## src/hw/rtl/bls_pkg.sv

```systemverilog
// Shared types and constants for the Bresenham line stepper.
// Holds the input item, result pixel and internal command formats.
// No dependencies.
package bls_pkg;

	localparam int COORD_BITS = 12;
	localparam int SPAN_BITS  = COORD_BITS + 1;
	localparam int INC_BITS   = COORD_BITS + 2;
	localparam int ERR_BITS   = COORD_BITS + 4;

	typedef enum logic {
		OP_START = 1'b0,
		OP_STEP  = 1'b1
	} op_t;

	typedef struct packed {
		op_t                           op;
		logic signed [COORD_BITS-1:0]  x_start;
		logic signed [COORD_BITS-1:0]  y_start;
		logic signed [COORD_BITS-1:0]  x_end;
		logic signed [COORD_BITS-1:0]  y_end;
	} item_t;

	typedef struct packed {
		logic signed [COORD_BITS-1:0]  pixel_x;
		logic signed [COORD_BITS-1:0]  pixel_y;
		logic                          last_pixel;
	} pixel_t;

	// Classified command handed from the front end to the stepping engine.
	typedef struct packed {
		logic                          is_start;
		logic                          axes_swapped;
		logic signed [COORD_BITS-1:0]  major_pos;
		logic signed [COORD_BITS-1:0]  major_end;
		logic signed [COORD_BITS-1:0]  minor_pos;
		logic                          minor_step_down;
		logic [SPAN_BITS-1:0]          major_span;
		logic [INC_BITS-1:0]           error_increment;
	} cmd_t;

endpackage

```

## src/hw/rtl/bls_fifo.sv

```systemverilog
// Small register-based queue used between the stages of the line stepper.
// Standalone; no package dependencies.
module bls_fifo #(
	parameter int WIDTH = 8,
	parameter int DEPTH = 2
) (
	input  logic             clk,
	input  logic             arst_n,
	input  logic             wr_en,
	input  logic [WIDTH-1:0] wr_data,
	output logic             full,
	input  logic             rd_en,
	output logic [WIDTH-1:0] rd_data,
	output logic             empty
);

	localparam int AW = $clog2(DEPTH);
	localparam int CW = $clog2(DEPTH + 1);

	logic [WIDTH-1:0] mem_q [DEPTH];
	logic [AW-1:0]    wr_ptr_q;
	logic [AW-1:0]    rd_ptr_q;
	logic [CW-1:0]    count_q;
	logic             wr_fire;
	logic             rd_fire;

	assign full    = (count_q == CW'(DEPTH));
	assign empty   = (count_q == '0);
	assign wr_fire = wr_en && !full;
	assign rd_fire = rd_en && !empty;
	assign rd_data = mem_q[rd_ptr_q];

	always_ff @(posedge clk or negedge arst_n) begin
		if (!arst_n) begin
			wr_ptr_q <= '0;
			rd_ptr_q <= '0;
			count_q  <= '0;
		end else begin
			if (wr_fire) begin
				wr_ptr_q <= (wr_ptr_q == AW'(DEPTH - 1)) ? '0 : wr_ptr_q + 1'b1;
			end
			if (rd_fire) begin
				rd_ptr_q <= (rd_ptr_q == AW'(DEPTH - 1)) ? '0 : rd_ptr_q + 1'b1;
			end
			case ({wr_fire, rd_fire})
				2'b10:   count_q <= count_q + 1'b1;
				2'b01:   count_q <= count_q - 1'b1;
				default: count_q <= count_q;
			endcase
		end
	end

	always_ff @(posedge clk) begin
		if (wr_fire) begin
			mem_q[wr_ptr_q] <= wr_data;
		end
	end

endmodule

```

## src/hw/rtl/bls_front.sv

```systemverilog
// Front end of the line stepper: classifies items and sets up a new line.
// Depends on bls_pkg.
module bls_front (
	input  bls_pkg::item_t item,
	output bls_pkg::cmd_t  cmd
);

	localparam int C = bls_pkg::COORD_BITS;

	logic signed [C:0]   dx;
	logic signed [C:0]   dy;
	logic [C:0]          adx;
	logic [C:0]          ady;
	logic                steep;
	logic signed [C:0]   dmaj;
	logic signed [C:0]   dmin;
	logic                reorder;
	logic signed [C-1:0] sx, sy, ex, ey;

	always_comb begin
		dx  = {item.x_start[C-1], item.x_start} - {item.x_end[C-1], item.x_end};
		dy  = {item.y_start[C-1], item.y_start} - {item.y_end[C-1], item.y_end};
		adx = dx[C] ? (~dx + 1'b1) : dx;
		ady = dy[C] ? (~dy + 1'b1) : dy;

		// Steep lines use y as the major axis; equal spans stay on x.
		steep = adx < ady;
		dmaj  = steep ? dy : dx;
		dmin  = steep ? dx : dy;

		// Swap endpoints when the start lies beyond the end on the major axis.
		reorder = !dmaj[C] && (dmaj != '0);
		sx = reorder ? item.x_end   : item.x_start;
		sy = reorder ? item.y_end   : item.y_start;
		ex = reorder ? item.x_start : item.x_end;
		ey = reorder ? item.y_start : item.y_end;

		cmd.is_start        = (item.op == bls_pkg::OP_START);
		cmd.axes_swapped    = steep;
		cmd.major_pos       = steep ? sy : sx;
		cmd.major_end       = steep ? ey : ex;
		cmd.minor_pos       = steep ? sx : sy;
		cmd.minor_step_down = reorder ? dmin[C] : (!dmin[C] && (dmin != '0));
		cmd.major_span      = steep ? ady : adx;
		cmd.error_increment = {(steep ? adx : ady), 1'b0};
	end

endmodule

```

## src/hw/rtl/bls_back.sv

```systemverilog
// Stepping engine of the line stepper: holds the line state and emits pixels.
// Depends on bls_pkg.
module bls_back (
	input  logic            clk,
	input  logic            arst_n,
	input  bls_pkg::cmd_t   cmd,
	input  logic            cmd_valid,
	output logic            cmd_pop,
	input  logic            out_full,
	output logic            pixel_wr,
	output bls_pkg::pixel_t pixel
);

	localparam int C  = bls_pkg::COORD_BITS;
	localparam int SB = bls_pkg::SPAN_BITS;
	localparam int IB = bls_pkg::INC_BITS;
	localparam int EB = bls_pkg::ERR_BITS;

	logic                line_active_q;
	logic                axes_swapped_q;
	logic signed [C-1:0] major_pos_q;
	logic signed [C-1:0] major_end_q;
	logic signed [C-1:0] minor_pos_q;
	logic                minor_step_down_q;
	logic [SB-1:0]       major_span_q;
	logic [IB-1:0]       error_increment_q;
	logic signed [EB-1:0] error_term_q;

	logic signed [EB-1:0] err_add;
	logic signed [EB-1:0] err_sub;
	logic                 minor_move;
	logic                 last;
	logic                 load;

	always_comb begin
		err_add    = error_term_q + {2'b00, error_increment_q};
		err_sub    = error_term_q + {2'b00, error_increment_q} - {2'b00, major_span_q, 1'b0};
		minor_move = err_add > $signed({3'b000, major_span_q});
		last       = (major_pos_q == major_end_q);

		load     = cmd_valid && cmd.is_start;
		pixel_wr = cmd_valid && !cmd.is_start && line_active_q && !out_full;
		cmd_pop  = cmd_valid && (cmd.is_start || !line_active_q || !out_full);

		pixel.pixel_x    = axes_swapped_q ? minor_pos_q : major_pos_q;
		pixel.pixel_y    = axes_swapped_q ? major_pos_q : minor_pos_q;
		pixel.last_pixel = last;
	end

	always_ff @(posedge clk or negedge arst_n) begin
		if (!arst_n) begin
			line_active_q <= 1'b0;
		end else if (load) begin
			line_active_q <= 1'b1;
		end else if (pixel_wr && last) begin
			line_active_q <= 1'b0;
		end
	end

	always_ff @(posedge clk) begin
		if (load) begin
			axes_swapped_q    <= cmd.axes_swapped;
			major_pos_q       <= cmd.major_pos;
			major_end_q       <= cmd.major_end;
			minor_pos_q       <= cmd.minor_pos;
			minor_step_down_q <= cmd.minor_step_down;
			major_span_q      <= cmd.major_span;
			error_increment_q <= cmd.error_increment;
			error_term_q      <= '0;
		end else if (pixel_wr && !last) begin
			major_pos_q  <= major_pos_q + 1'b1;
			error_term_q <= minor_move ? err_sub : err_add;
			if (minor_move) begin
				minor_pos_q <= minor_pos_q + {{(C-1){minor_step_down_q}}, 1'b1};
			end
		end
	end

endmodule

```

## src/hw/rtl/bresenham_line_stepper_core.sv

```systemverilog
// Top level of the Bresenham line stepper.
// Depends on bls_pkg, bls_front, bls_fifo and bls_back.
//
// Channel   Direction  Handshake              Payload
// item      in         push / full            bls_pkg::item_t  (op, endpoints)
// pixel     out        pop / empty            bls_pkg::pixel_t (x, y, last flag)
//
// The block accepts one item every clock cycle while full is low and emits at most one
// pixel per cycle. A step item's command passes through the command queue, and its
// pixel is written to the result queue and can be taken from the result ports there.
// Reset clears the queues and drops any active line; coordinate state is not cleared.
// When the result side stalls, the result queue fills first, then the command queue,
// and full rises only once both are holding back work.

module bresenham_line_stepper_core (
	input  logic            clk,
	input  logic            arst_n,
	input  logic            push,
	output logic            full,
	input  bls_pkg::item_t  item,
	output logic            empty,
	input  logic            pop,
	output bls_pkg::pixel_t pixel
);

	localparam int CMD_W = $bits(bls_pkg::cmd_t);
	localparam int PIX_W = $bits(bls_pkg::pixel_t);

	bls_pkg::cmd_t   front_cmd;
	bls_pkg::cmd_t   head_cmd;
	logic [CMD_W-1:0] head_bits;
	logic            cmd_empty;
	logic            cmd_pop;
	bls_pkg::pixel_t back_pixel;
	logic            pixel_wr;
	logic            out_full;
	logic [PIX_W-1:0] out_bits;

	// The front end works out the line setup for a start item as it is accepted.
	bls_front u_front (
		.item (item),
		.cmd  (front_cmd)
	);

	// The command queue decouples acceptance from stepping, so a stalled
	// result side does not stop the input side until this queue fills.
	bls_fifo #(
		.WIDTH (CMD_W),
		.DEPTH (2)
	) u_cmd_q (
		.clk     (clk),
		.arst_n  (arst_n),
		.wr_en   (push),
		.wr_data (front_cmd),
		.full    (full),
		.rd_en   (cmd_pop),
		.rd_data (head_bits),
		.empty   (cmd_empty)
	);

	assign head_cmd = bls_pkg::cmd_t'(head_bits);

	// The engine takes one command per cycle unless a step waits on a full result queue.
	// Start commands and steps with no active line are retired without producing a result.
	bls_back u_back (
		.clk       (clk),
		.arst_n    (arst_n),
		.cmd       (head_cmd),
		.cmd_valid (!cmd_empty),
		.cmd_pop   (cmd_pop),
		.out_full  (out_full),
		.pixel_wr  (pixel_wr),
		.pixel     (back_pixel)
	);

	// The result queue holds finished pixels until the consumer takes them.
	bls_fifo #(
		.WIDTH (PIX_W),
		.DEPTH (2)
	) u_out_q (
		.clk     (clk),
		.arst_n  (arst_n),
		.wr_en   (pixel_wr),
		.wr_data (back_pixel),
		.full    (out_full),
		.rd_en   (pop),
		.rd_data (out_bits),
		.empty   (empty)
	);

	assign pixel = bls_pkg::pixel_t'(out_bits);

endmodule

```

## config.mk

```make
export PLATFORM = sky130hd
export DESIGN_NAME = bresenham_line_stepper_core
export DESIGN_NICKNAME = d
export VERILOG_FILES = /design/src/hw/rtl/bls_pkg.sv /design/src/hw/rtl/bls_fifo.sv /design/src/hw/rtl/bls_front.sv /design/src/hw/rtl/bls_back.sv /design/src/hw/rtl/bresenham_line_stepper_core.sv
export SDC_FILE = /design/constraint.sdc
export NUM_CORES = 1
export LEC_CHECK = 0
export BUFFER_PORTS_ARGS = -buffer_cell sky130_fd_sc_hd__buf_2
export CAP_MARGIN = 20
export CORE_MARGIN = 3
export CORE_UTILIZATION = 50
export DETAILED_ROUTE_END_ITERATION = 16
export PLACE_DENSITY = 0.67
export SLEW_MARGIN = 20
export SYNTH_ARGS = -nofsm -noshare
export SYNTH_HDL_FRONTEND = slang
export SYNTH_SLANG_ARGS = --single-unit
```

## constraint.sdc

```tcl
create_clock -name clk -period 6.8 [get_ports clk]
set_clock_uncertainty 0.05 [all_clocks]
set_input_delay 0.34 -clock clk [delete_from_list [all_inputs] [get_ports clk]]
set_output_delay 0.34 -clock clk [all_outputs]
set_load 0.01 [all_outputs]
```

### Word level (Yosys, flattened, before mapping)

Memories as Yosys holds them, arrays and structs flattened.
Index checks and enable logic that the tools add are counted.
Widths: inputs -> output; s select.

| word-level totals | value |
|---|---|
| flip-flop bits (word level) | 90 |
| memory bits (writable) | 180 |
| bits of input ports | 53 |
| logic and storage cells | 113 |
| memories kept | 2 |

| operators by class | value |
|---|---|
| $add $sub $neg | 16 |
| $lt $le $gt $ge | 2 |
| equality and inequality tests | 7 |
| muxes and demuxes | 34 |
| bitwise operators | 3 |
| reductions and logical operators | 34 |

Memory list:

| memory | words | width | rd ports | clocked after Yosys merged registers in | write ports | line | text |
|---|---|---|---|---|---|---|---|
| u_cmd_q.mem_q | 2 | 65 | 1 | 0 | 1 | bls_fifo.sv:20 | `logic [WIDTH-1:0] mem_q [DEPTH];` |
| u_out_q.mem_q | 2 | 25 | 1 | 0 | 1 | bls_fifo.sv:20 |  |

Operators with widths:

| kind | count |
|---|---|
| $mux 12 | 14 |
| $mux 13 | 6 |
| $add 13x1->13 const B | 2 |
| $not 13->13 | 2 |
| $reduce_bool 13->1 | 2 |
| $sub 12x12->13 | 2 |
| $add 16x14->16 | 1 |
| $gt 16x14->1 | 1 |
| $mux 16 | 1 |
| $sub 16x14->16 | 1 |
| $logic_and 1x1->1 | 13 |
| $lt 13x13->1 | 1 |
| $add 12x1->12 const B | 1 |
| $add 12x12->12 | 1 |
| $eq 12x12->1 | 1 |
| $mux 1 | 11 |
| $reduce_bool 2->1 | 5 |
| $logic_not 1->1 | 9 |
| $eq 2x2->1 const B | 4 |
| $pmux 2 s2 | 2 |
| $add 1x1->1 const B | 4 |
| $add 2x1->2 const B | 2 |
| $eq 2x1->1 const B | 2 |
| $logic_not 2->1 | 2 |
| 4 further kinds | 6 |

### Longest topological paths before layout

| depth | value |
|---|---|
| word-level depth | 10 |
| depth in mapped cells | 25 |
| mapped depth without buffers | 21 |

### Cells and area by module

From an unflattened synthesis, not the netlist that was laid out.

| unflattened totals | value |
|---|---|
| cells, all modules | 1,350 |
| area, all modules | 16,170.5 um^2 |

By module, submodules not included:

| module | instances | cells each | area an instance (um^2) | sequential area each (um^2) |
|---|---|---|---|---|
| bls_back | 1 | 546 | 5,541.6 | 2,297.2 |
| bls_fifo (u_cmd_q) | 1 | 223 | 5,069.9 | 4,063.9 |
| bls_front | 1 | 484 | 3,453.3 | 0.0 |
| bls_fifo (u_out_q) | 1 | 96 | 2,102.0 | 1,601.5 |
| bresenham_line_stepper_core | 1 | 1 | 3.8 | 0.0 |

### Worst setup path before layout

No wires, ideal clock.

| timing path | value |
|---|---|
| path type | input-to-reg |
| from | input item[36] in the netlist's numbering |
| to | memory u_cmd_q.mem_q[0][10] in the netlist's numbering, data pin |
| data arrival time | 4.654 ns |
| data required time | 6.465 ns |
| path slack | 1.811 ns |
| cell stages on the path | 22 |
| path through | inv_1 ha_1 fa_1 nor2b_1 o2111ai_1 nand3_1 nand3_1 a41oi_1 clkbuf_1 nor2_1 xnor2_1 inv_1 ha_1 a21o_1 a2111oi_0 o21ai_0 a31oi_1 o21ai_0 inv_1 clkbuf_1 clkbuf_1 mux2i_1 |

RTL lines:

| item | line | text |
|---|---|---|
| from (decl) | bresenham_line_stepper_core.sv:20 | `input bls_pkg::item_t item,` |
| to (decl) | bls_fifo.sv:20 |  |

==> metrics.txt <==
initial antenna violation count=0; Max Fclk=164.9 MHz; Tcrit/Tclk final=89.19%; Post-Synthesis Cell Area=0.01578 sq mm; share of layout cells above drive strength 1=17.24%; post-synth top area cell=edfxtp_1; Clock Path Buffers=3; Port Buf Inserts=79; most common cell after layout, fill and taps aside=edfxtp_1; 1st-pass router iterations=5; H-Tree Level Count=1; Max transition margin=23.83%; Yosys top cell area share=between 40% and 50%; sequential area share after synthesis=49.75%; global-route wire length before repair=58710 microns; YS warnings=0; hold_ws=around 0.044 ns; Hold WC Path Type=input port to flip-flop; Hold Fails Final Rpt=0; Final setup viols=0; Worst-path clk slew=0.06 ns; Initial Util=51.19%; crit path max fanout=23; clock latency on the worst-skew pair=between 0.5 and 0.6 ns; DRC=0; post-route cell area=about 0.018 sq mm; Synth cell types=between 60 and 70; Rows=64; Die Area=0.03373 sq mm; Vert. Die Dim=183.7 microns; Async S/R FF share, synth=3.358%; clk sink count=roughly 270; Worst Tran Pin Value=1.128 ns; Hold Path Stages=2; Max-Cap Viols=0; DR vias=between 10000 and 15000; cells after synthesis=1402; GRT Util Overall=21.67%; R2R cell count=17; post-route ant nets=0; Avg Cell Area, Syn=11.26 sq um; Die Wd=183.7 microns; Critical Path Start Type=input port; core area=about 0.031 sq mm; reg2reg setup slack=just under 2 ns; Worst R2R Start=u_back.error_increment_q[1]$_DFFE_PP_; predominant post-synthesis flop cell=edfxtp_1; diodes inserted=0; Worst Path Arrival=~6.2 ns; fill count=2594; Mapped Nets=1549; WL per Instance=just under 20 microns; fin. max-slew vios=0; post-DP HPWL=26230 microns; gpl congestion=0.8943; top cells by area, synth=edfxtp_1 (46%), ha_1 (7.1%), mux2_2 (6.2%), nand3_1 (3.5%), xnor2_1 (2.9%); worst endpoint required time=6.94 ns; outcome=completed; FF-to-FF End=u_back.minor_pos_q[0]$_DFFE_PP_; pin count of the biggest net entering global routing=between 80 and 90; remaining global-route overflow=0; Nets=1605; pre-CTS setup slack=about 0.46 ns; vias in the first global route=10910; post-synthesis register bit count=268; Vias/cell=~6; Post-DP Area=0.01657 sq mm; critical path class=input port to flip-flop; initial DRC count=875; clock root buffer master=clkbuf_16; Total Wirelength=37030 microns; RSZ-0062 raised after global routing=no; Hold EP=u_cmd_q.mem_q[0][64]$_DFFE_PP_; CP Capture Type=flip-flop; Layout area overhead=10.93%; # IOs=80; Final min period=6.065 ns; Final Worst Setup Slack=0.7352 ns; EDFF count, synth=244; CTS resizes=0; most frequent cells in the layout=edfxtp_1 (244), nand3_1 (110), ha_1 (89), mux2_2 (87), inv_1 (83); setup TNS=0 ns; Num CTS Buffers=28; hold_sp=item[48]; CTS tree=built
## worst max path at each step
stage / start / end
finish: item[24] / u_cmd_q.mem_q[0][30]$_DFFE_PP_
global route: item[24] / u_cmd_q.mem_q[1][30]$_DFFE_PP_
CTS: item[0] / u_cmd_q.mem_q[1][30]$_DFFE_PP_
detailed placement: item[0] / u_cmd_q.mem_q[0][30]$_DFFE_PP_
global placement: item[0] / u_cmd_q.mem_q[0][30]$_DFFE_PP_
floorplan: item[36] / u_cmd_q.mem_q[0][10]$_DFFE_PP_
## worst max-delay path, cell delays in order
cell,delay (ns)
buf_2,0.10
inv_1,0.05
ha_1,0.22
fa_1,0.41
nor2b_1,0.34
o211ai_1,0.13
a31oi_1,0.51
nor4_1,0.13
nor3b_2,0.31
nand2_1,0.19
nor4_1,0.55
inv_1,0.10
ha_1,0.32
nand4_1,0.17
o21ai_4,0.63
nand2_1,0.23
a31oi_4,0.20
nor2_1,0.07
buf_4,0.22
o311ai_0,0.95
## synth_stat cells (13+ instances only)
master and n:
edfxtp_1 244, nand3_1 110, ha_1 89, mux2_2 87, inv_1 84, nand2_1 70
nor2_1 64, a21oi_1 60, o21ai_0 53, clkbuf_1 52, xnor2_1 52, xor2_1 45
mux2i_1 44, o311ai_0 29, o211ai_1 23, and2_1 22, nand2b_1 19, nor3_1 19
nor2b_1 18, and3_1 16, dfxtp_1 15, a211o_1 13, a31oi_1 13, o22ai_1 13
## per-layer routing
| metal | global-route usage (%) | share of wire, % |
|---|---|---|
| met1 | 31.28 | 46 |
| met3 | 3.997 | 6.5 |
| met2 | 33.80 | 45 |
| met5 | 0 | 0 |
| met4 | 6.063 | 2.7 |
## repair_timing
action,in CTS,in global routing
setup buffers,0,0
hold endpoints to repair,9,0
hold buffers,1,0
## per-stage QoR
stage	util, %	instances
final	56.79	1875
after CTS	56.79	1875
after floorplan	-	1402
after detailed placement	53.73	1823
after global routing	56.79	1875
after global placement	53.72	1823
## kinds of logic (layout without fill, tap and decap cells)
kind of cell,after synthesis,in the layout,share of synthesized area (%)
adder cells (fa/ha/maj),94,94,7.690
buffers and inverters,155,232,3.829
XOR/XNOR,98,98,5.486
AND/OR/NAND/NOR,382,382,12.39
multiplexers,131,131,8.998
flip-flops,268,268,49.75
AO/OA/AOI/OAI,274,274,11.85
## state kept, by name, indices dropped and copies added, names as in the netlist
signal                    count
u_back.minor_pos_q           12
u_out_q.count_q               2
u_cmd_q.count_q               2
u_back.axes_swapped_q         1
u_out_q.rd_ptr_q              1
u_out_q.mem_q                50
u_back.error_term_q          15
u_cmd_q.wr_ptr_q              1
u_back.major_span_q          13
u_back.major_end_q           12
u_cmd_q.rd_ptr_q              1
u_back.error_increment_q     13
u_back.major_pos_q           12
u_back.line_active_q          1
u_out_q.wr_ptr_q              1
u_cmd_q.mem_q               130
u_back.minor_step_down_q      1
## area by class of cell
cell class,instances,area [sq um],area share [%]
Sequential cell,268,7855,44.87
Inverter,85,319.1,1.822
Multi-Input combinational cell,979,7370,42.09
Clock inverter,21,222.7,1.272
Timing Repair Buffer,96,538.0,3.073
Clock buffer,30,708.2,4.045
Tap cell,396,495.5,2.830
Power is left out: the tool's default activity adds up to more than one toggle a clock period on the data nets, which glitch-free logic cannot reach.
